--- src/sv/fct_pkg.sv ---
// Shared types and constants of the frustum cull test block
package fct_pkg;

  localparam int NUM_PLANES     = 6;
  localparam int CFG_ADDR_BITS  = 6;
  localparam int REG_ADDR_LSB   = 3;
  localparam int PLANE_IDX_BITS = CFG_ADDR_BITS - REG_ADDR_LSB;
  localparam int CFG_DATA_BITS  = 64;
  localparam int FIELD_BITS     = 16;
  // Q11.4 offset and radius brought to the 18 fraction bits of a distance
  localparam int OFF_SHIFT      = 14;

  typedef enum logic [1:0] {
    OP_BOX    = 2'd0,
    OP_SPHERE = 2'd1,
    OP_POINT  = 2'd2,
    OP_NONE   = 2'd3
  } op_e;

  typedef enum logic [1:0] {
    V_REJECT    = 2'd0,
    V_INTERSECT = 2'd1,
    V_INSIDE    = 2'd2
  } verdict_e;

  typedef struct packed {
    logic signed [FIELD_BITS-1:0] off;
    logic signed [FIELD_BITS-1:0] nz;
    logic signed [FIELD_BITS-1:0] ny;
    logic signed [FIELD_BITS-1:0] nx;
  } plane_t;

  // Per-plane outcome of one word, handed to the final vote
  typedef struct packed {
    logic                  none;
    logic [NUM_PLANES-1:0] rej;
    logic [NUM_PLANES-1:0] beh;
  } flags_t;

endpackage

--- src/sv/fct_dist.sv ---
// Second and third pipeline stages: plane distances and per-plane side tests
module fct_dist #(
  parameter  int COORD_BITS = 16,
  localparam int PW         = fct_pkg::FIELD_BITS + COORD_BITS,
  localparam int DW         = ((PW > 30) ? PW : 30) + 3
) (
  input  logic                  clk_i,
  input  logic                  rst_ni,
  input  logic                  valid_i,
  output logic                  ready_o,
  input  fct_pkg::op_e          op_i,
  input  logic [COORD_BITS-2:0] radius_i,
  input  logic signed [PW-1:0]  prod_a_i [fct_pkg::NUM_PLANES][3],
  input  logic signed [PW-1:0]  prod_b_i [fct_pkg::NUM_PLANES][3],
  input  fct_pkg::plane_t       planes_i [fct_pkg::NUM_PLANES],
  output logic                  valid_o,
  input  logic                  ready_i,
  output fct_pkg::flags_t       flags_o
);
  import fct_pkg::*;

  // stage two: sum of the three products
  logic signed [DW-1:0]  sum_a_d [NUM_PLANES];
  logic signed [DW-1:0]  sum_b_d [NUM_PLANES];
  logic signed [DW-1:0]  sum_a_q [NUM_PLANES];
  logic signed [DW-1:0]  sum_b_q [NUM_PLANES];
  op_e                   op2_q;
  logic [COORD_BITS-2:0] rad2_q;
  logic                  v2_q;
  logic                  rdy2;
  // stage three: offset and radius added, sign taken
  logic [DW-1:0]         off_ext [NUM_PLANES];
  logic [DW-1:0]         rad_ext;
  logic [DW-1:0]         dist_a  [NUM_PLANES];
  logic [DW-1:0]         dist_b  [NUM_PLANES];
  flags_t                flags_d;
  flags_t                flags_q;
  logic                  v3_q;
  logic                  rdy3;

  assign rdy3    = !v3_q || ready_i;
  assign rdy2    = !v2_q || rdy3;
  assign ready_o = rdy2;

  always_comb begin
    for (int p = 0; p < NUM_PLANES; p++) begin
      sum_a_d[p] = DW'(prod_a_i[p][0]) + DW'(prod_a_i[p][1]) + DW'(prod_a_i[p][2]);
      sum_b_d[p] = DW'(prod_b_i[p][0]) + DW'(prod_b_i[p][1]) + DW'(prod_b_i[p][2]);
    end
  end

  always_ff @(posedge clk_i or negedge rst_ni) begin
    if (!rst_ni) begin
      v2_q <= 1'b0;
    end else if (rdy2) begin
      v2_q <= valid_i;
    end
  end

  always_ff @(posedge clk_i) begin
    if (valid_i && rdy2) begin
      sum_a_q <= sum_a_d;
      sum_b_q <= sum_b_d;
      op2_q   <= op_i;
      rad2_q  <= radius_i;
    end
  end

  // vertex b of a sphere carries the radius, so one sign test covers it
  assign rad_ext = (op2_q == OP_SPHERE) ? (DW'({1'b0, rad2_q}) << OFF_SHIFT) : '0;

  always_comb begin
    flags_d.none = (op2_q == OP_NONE);
    for (int p = 0; p < NUM_PLANES; p++) begin
      off_ext[p] = DW'(planes_i[p].off) << OFF_SHIFT;
      dist_a[p]  = sum_a_q[p] + off_ext[p];
      dist_b[p]  = sum_b_q[p] + off_ext[p] + rad_ext;
      case (op2_q)
        OP_BOX, OP_POINT: flags_d.rej[p] = dist_a[p][DW-1];
        OP_SPHERE:        flags_d.rej[p] = dist_b[p][DW-1];
        default:          flags_d.rej[p] = 1'b0;
      endcase
      flags_d.beh[p] = (op2_q == OP_BOX) && dist_b[p][DW-1];
    end
  end

  always_ff @(posedge clk_i or negedge rst_ni) begin
    if (!rst_ni) begin
      v3_q <= 1'b0;
    end else if (rdy3) begin
      v3_q <= v2_q;
    end
  end

  always_ff @(posedge clk_i) begin
    if (v2_q && rdy3) flags_q <= flags_d;
  end

  assign valid_o = v3_q;
  assign flags_o = flags_q;

endmodule

--- config.mk ---
export PLATFORM = sky130hd
export DESIGN_NAME = fct_dist
export DESIGN_NICKNAME = d
export VERILOG_FILES = /design/src/sv/fct_pkg.sv /design/src/sv/fct_dist.sv
export SDC_FILE = /design/constraint.sdc
export NUM_CORES = 2
export LEC_CHECK = 0
export BUFFER_PORTS_ARGS = -buffer_cell sky130_fd_sc_hd__buf_2
export CORE_AREA = 2 2 604 606
export DETAILED_ROUTE_END_ITERATION = 16
export DIE_AREA = 0 0 606 608
export PLACE_DENSITY = 0.3
export SLEW_MARGIN = 20
export SYNTH_ARGS = -nofsm -noshare
export SYNTH_HDL_FRONTEND = slang
export SYNTH_SLANG_ARGS = --single-unit
--- constraint.sdc ---
create_clock -name clk_i -period 15.2 [get_ports clk_i]
set_input_delay 2.28 -clock clk_i [delete_from_list [all_inputs] [get_ports clk_i]]
set_output_delay 2.28 -clock clk_i [all_outputs]
set_load 0.05 [all_outputs]
==> results.txt <==
Crit path cell chain: buf_2, fa_1, ha_1, a21o_1, a21oi_1, o21bai_1, a211o_1, o211ai_1, a21oi_1, a2111oi_0, nor2b_1, nor2_1, xnor2_1
Reg2reg setup slack: 10.19 ns
Worst Path Arrival: 6.38 ns
Cell variety after synth: 75
Root Driver: clkbuf_16
Tmin final: 5.981 ns
Core ar.: 361700 um^2
Clk buf depth: 3
Most frequent CP cell: a21oi_1
Util after Layout: 14.01%
Die Ht: 608 um
Setup TNS: 0 ns
Post-synth EDFFs: 270
Area Growth Syn to Fin: 39.21%
Slowest stage delay, CP: 0.73 ns
CP Data Required Time: 15.59 ns
Final period util: 39.35%
Num ports: 1572
Critical path capture point type: flop
Relative slew margins: 28.56%
Fin worst setup slack: 9.219 ns
Layout cells sized above 1: 31.27%
Most frequent cells in the layout: buf_2, ha_1, fa_1
Seq pwr share: 24.1%
Skew-Pair Late Insertion Delay: 0.69 ns
Least-Margin Pin Slew: 1.068 ns
Sw frac: 41.30%
Vias post-DR: 30930
Largest net degree at the start of global routing: 65
TritonCTS buffer count: 47
Drt drc: 0
Die area: 368400 um^2
RSZ-0062 raised after global routing: false
Most common cell after layout, fill and taps aside: buf_2
DP Worst Slack: 8.750 ns
Final GP Congestion: 0.9372
P_sw: 0.001985 W
Total grt overflow: 0
Pwr per Cell Area: 94.83 nW/um^2
Hold crit path type: flop to flop
Worst hold slack: 0.4809 ns
H-Tree Level Count: 2
Clock Skew: 0.04091 ns
Yosys Warn Count: 0
Placed wire-length estimate: 200600 um
First-pass GRT wire length: 288900 um
Max_cap viols: 0
Post-detailed-route count of antenna-violating nets: 0
FF+latch count, synth: 272
Final hold vios: 0
CP max FO: 3
Fmax: 0.1672 GHz
Seq/Total Area, Yosys: 22.41%
Routed wire length: 220100 um
Number of DRC violations after detailed-routing iteration 0: 1435
Critical path type: primary input to flop
Synthesized area: 36400 um^2
Worst Setup Start Kind: primary input
Row count: 221
Clk sinks: 272
1st-pass router iterations: 5
Endpoints failing setup: 0
Die W: 606 um
Initial antenna violation count: 139
Filler cells: 41030
Number of global-route vias before repair: 33260
Pint: 0.002820 W
Drt wl/cell: 23.38 um
CTS tree: yes
Worst vdd ir: 0.07902 mV
Clock share of power: 23.6%
Synth Instances: 3208
Total track usage: 11.67%
Hold buffers post-CTS: 0
LEAKAGE: 22.41 nW
Clock slew at reported path FFs: 0.08 ns
Crit path max-delay cell type: a2111oi_0
Layout Nets: 7215
Comb pwr share: 52.3%
Vias per std cell: 3.286
Syn avg cell area: 11.35 um^2
Post-Syn Nets: 5863
Initial Util: 10.06%
Post-CTS Setup Bufs: 0
Cells resized by post-CTS repair: 0
Synth Flop Type: edfxtp_1
Fin. max-slew vios: 0
Run status: finished, final reports clean
Asr flop ratio synth: 0.7353%
Port Buffers: 1283
==> power groups by stage <==
stage,sequential [W],clock [W],combinational (W)
after floorplan,0.00117,0,0.00152
after global placement,0.00118,0,0.00258
after detailed placement,0.00118,0,0.00258
after CTS,0.00116,0.00122,0.00261
after global routing,0.00118,0.00122,0.00287
final,0.00116,0.00114,0.00251
==> per-stage QoR <==
| stage | instances | total power (W) | cell area [um^2] |
|---|---|---|---|
| 2_1_floorplan | 3208 | 0.002687 | 36400 |
| 3_3_place_gp | 9304 | 0.003760 | 49050 |
| 3_5_place_dp | 9305 | 0.003756 | 49060 |
| 4_1_cts | 9392 | 0.004986 | 50620 |
| 5_1_grt | 9397 | 0.005268 | 50630 |
| 6_report | 9413 | 0.004805 | 50670 |
==> cell families after synthesis <==
logic type / after synthesis / synth area share [%]
buffers and inverters: 221 / 2.279
adder cells (fa/ha/maj): 1098 / 47.02
XOR/XNOR: 208 / 5.005
AO/OA/AOI/OAI: 830 / 15.03
flip-flops: 272 / 22.41
multiplexers: 4 / 0.1203
AND/OR/NAND/NOR: 575 / 8.133
==> worst paths after layout <==
| path | from | end | cells after the start |
|---|---|---|---|
| worst max register to register | op2_q[1]$_DFFE_PP_ | flags_o[7]$_DFFE_PP_ | 14 |
| worst min-delay path | v2_q$_DFFE_PN0N_ | valid_o$_DFFE_PN0P_ | 1 |
| worst max-delay path | prod_b_i[487] | sum_b_q[207]$_DFFE_PP_ | 13 |
| min in group asynchronous | rst_ni | valid_o$_DFFE_PN0P_ | 1 |
| worst min register to register | v2_q$_DFFE_PN0N_ | valid_o$_DFFE_PN0P_ | 1 |
| max in group asynchronous | rst_ni | v2_q$_DFFE_PN0N_ | 1 |
==> flip-flops by register name, indices dropped and copies added, names as in the netlist <==
name,cells
flags_o,13
op2_q,2
rad2_q,15
sum_a_q,120
sum_b_q,120
v2_q,1
valid_o,1
==> per-layer routing <==
layer  part of all wire, %  vias up  wire [um]  GRT usage, %
met3                   5.2      278      11550         2.177
met4                   1.8       50       3933         1.884
met2                    53     1117     116400         22.24
met1                    40    14880      87860         13.49
met5                  0.14        -        319             0
li1                      -    14610          -             -
==> cell usage after synthesis, types with 9 or more instances <==
cell type  instances  area, um^2
ha_1             648        8108
fa_1             450        9009
edfxtp_1         270        8108
a21oi_1          241        1206
inv_1            211       792.0
a21o_1           171        1284
nor2_1           133       499.2
xnor2_1          127        1112
o21ai_0          111       555.5
nand2_1           95       356.6
xor2_1            81       709.4
nor2b_1           56       350.3
nand4_1           53       331.6
nor3_1            51       255.2
o21a_1            50       375.4
nand3_1           48       240.2
nand2b_1          42       262.8
o21bai_1          29       217.7
a211oi_1          27       202.7
and3_1            24       150.1
o211ai_1          24       180.2
a31oi_1           23       143.9
a31o_2            21       183.9
and2_1            20       125.1
o21ai_1           19       95.09
nor4_1            17       106.4
a2111oi_0         15       131.4
and4_1            13       113.9
o221ai_1          10       87.58
o2111ai_1          9       78.83
==> worst max-delay path: cells and delay by family <==
| kind | cells | cell delay (ns) |
|---|---|---|
| adder cells (fa/ha/maj) | 2 | 1.12 |
| AO/OA/AOI/OAI | 7 | 2.45 |
| buffers and inverters | 1 | 0.14 |
| XOR/XNOR | 1 | 0.11 |
| AND/OR/NAND/NOR | 2 | 0.25 |
==> layout make-up <==
type	count	area [um^2]	share of cell area, %
diodes	21	52.55	0.1037
flip-flops and latches	272	8158	16.10
clock inverters	28	311.5	0.6148
multi-input cells	2715	27470	54.21
inverters	211	792.0	1.563
clock buffers	59	1242	2.452
repair buffers	1313	6646	13.12
well taps	4794	5998	11.84
No activity file was read; power rests on OpenSTA's default activity.
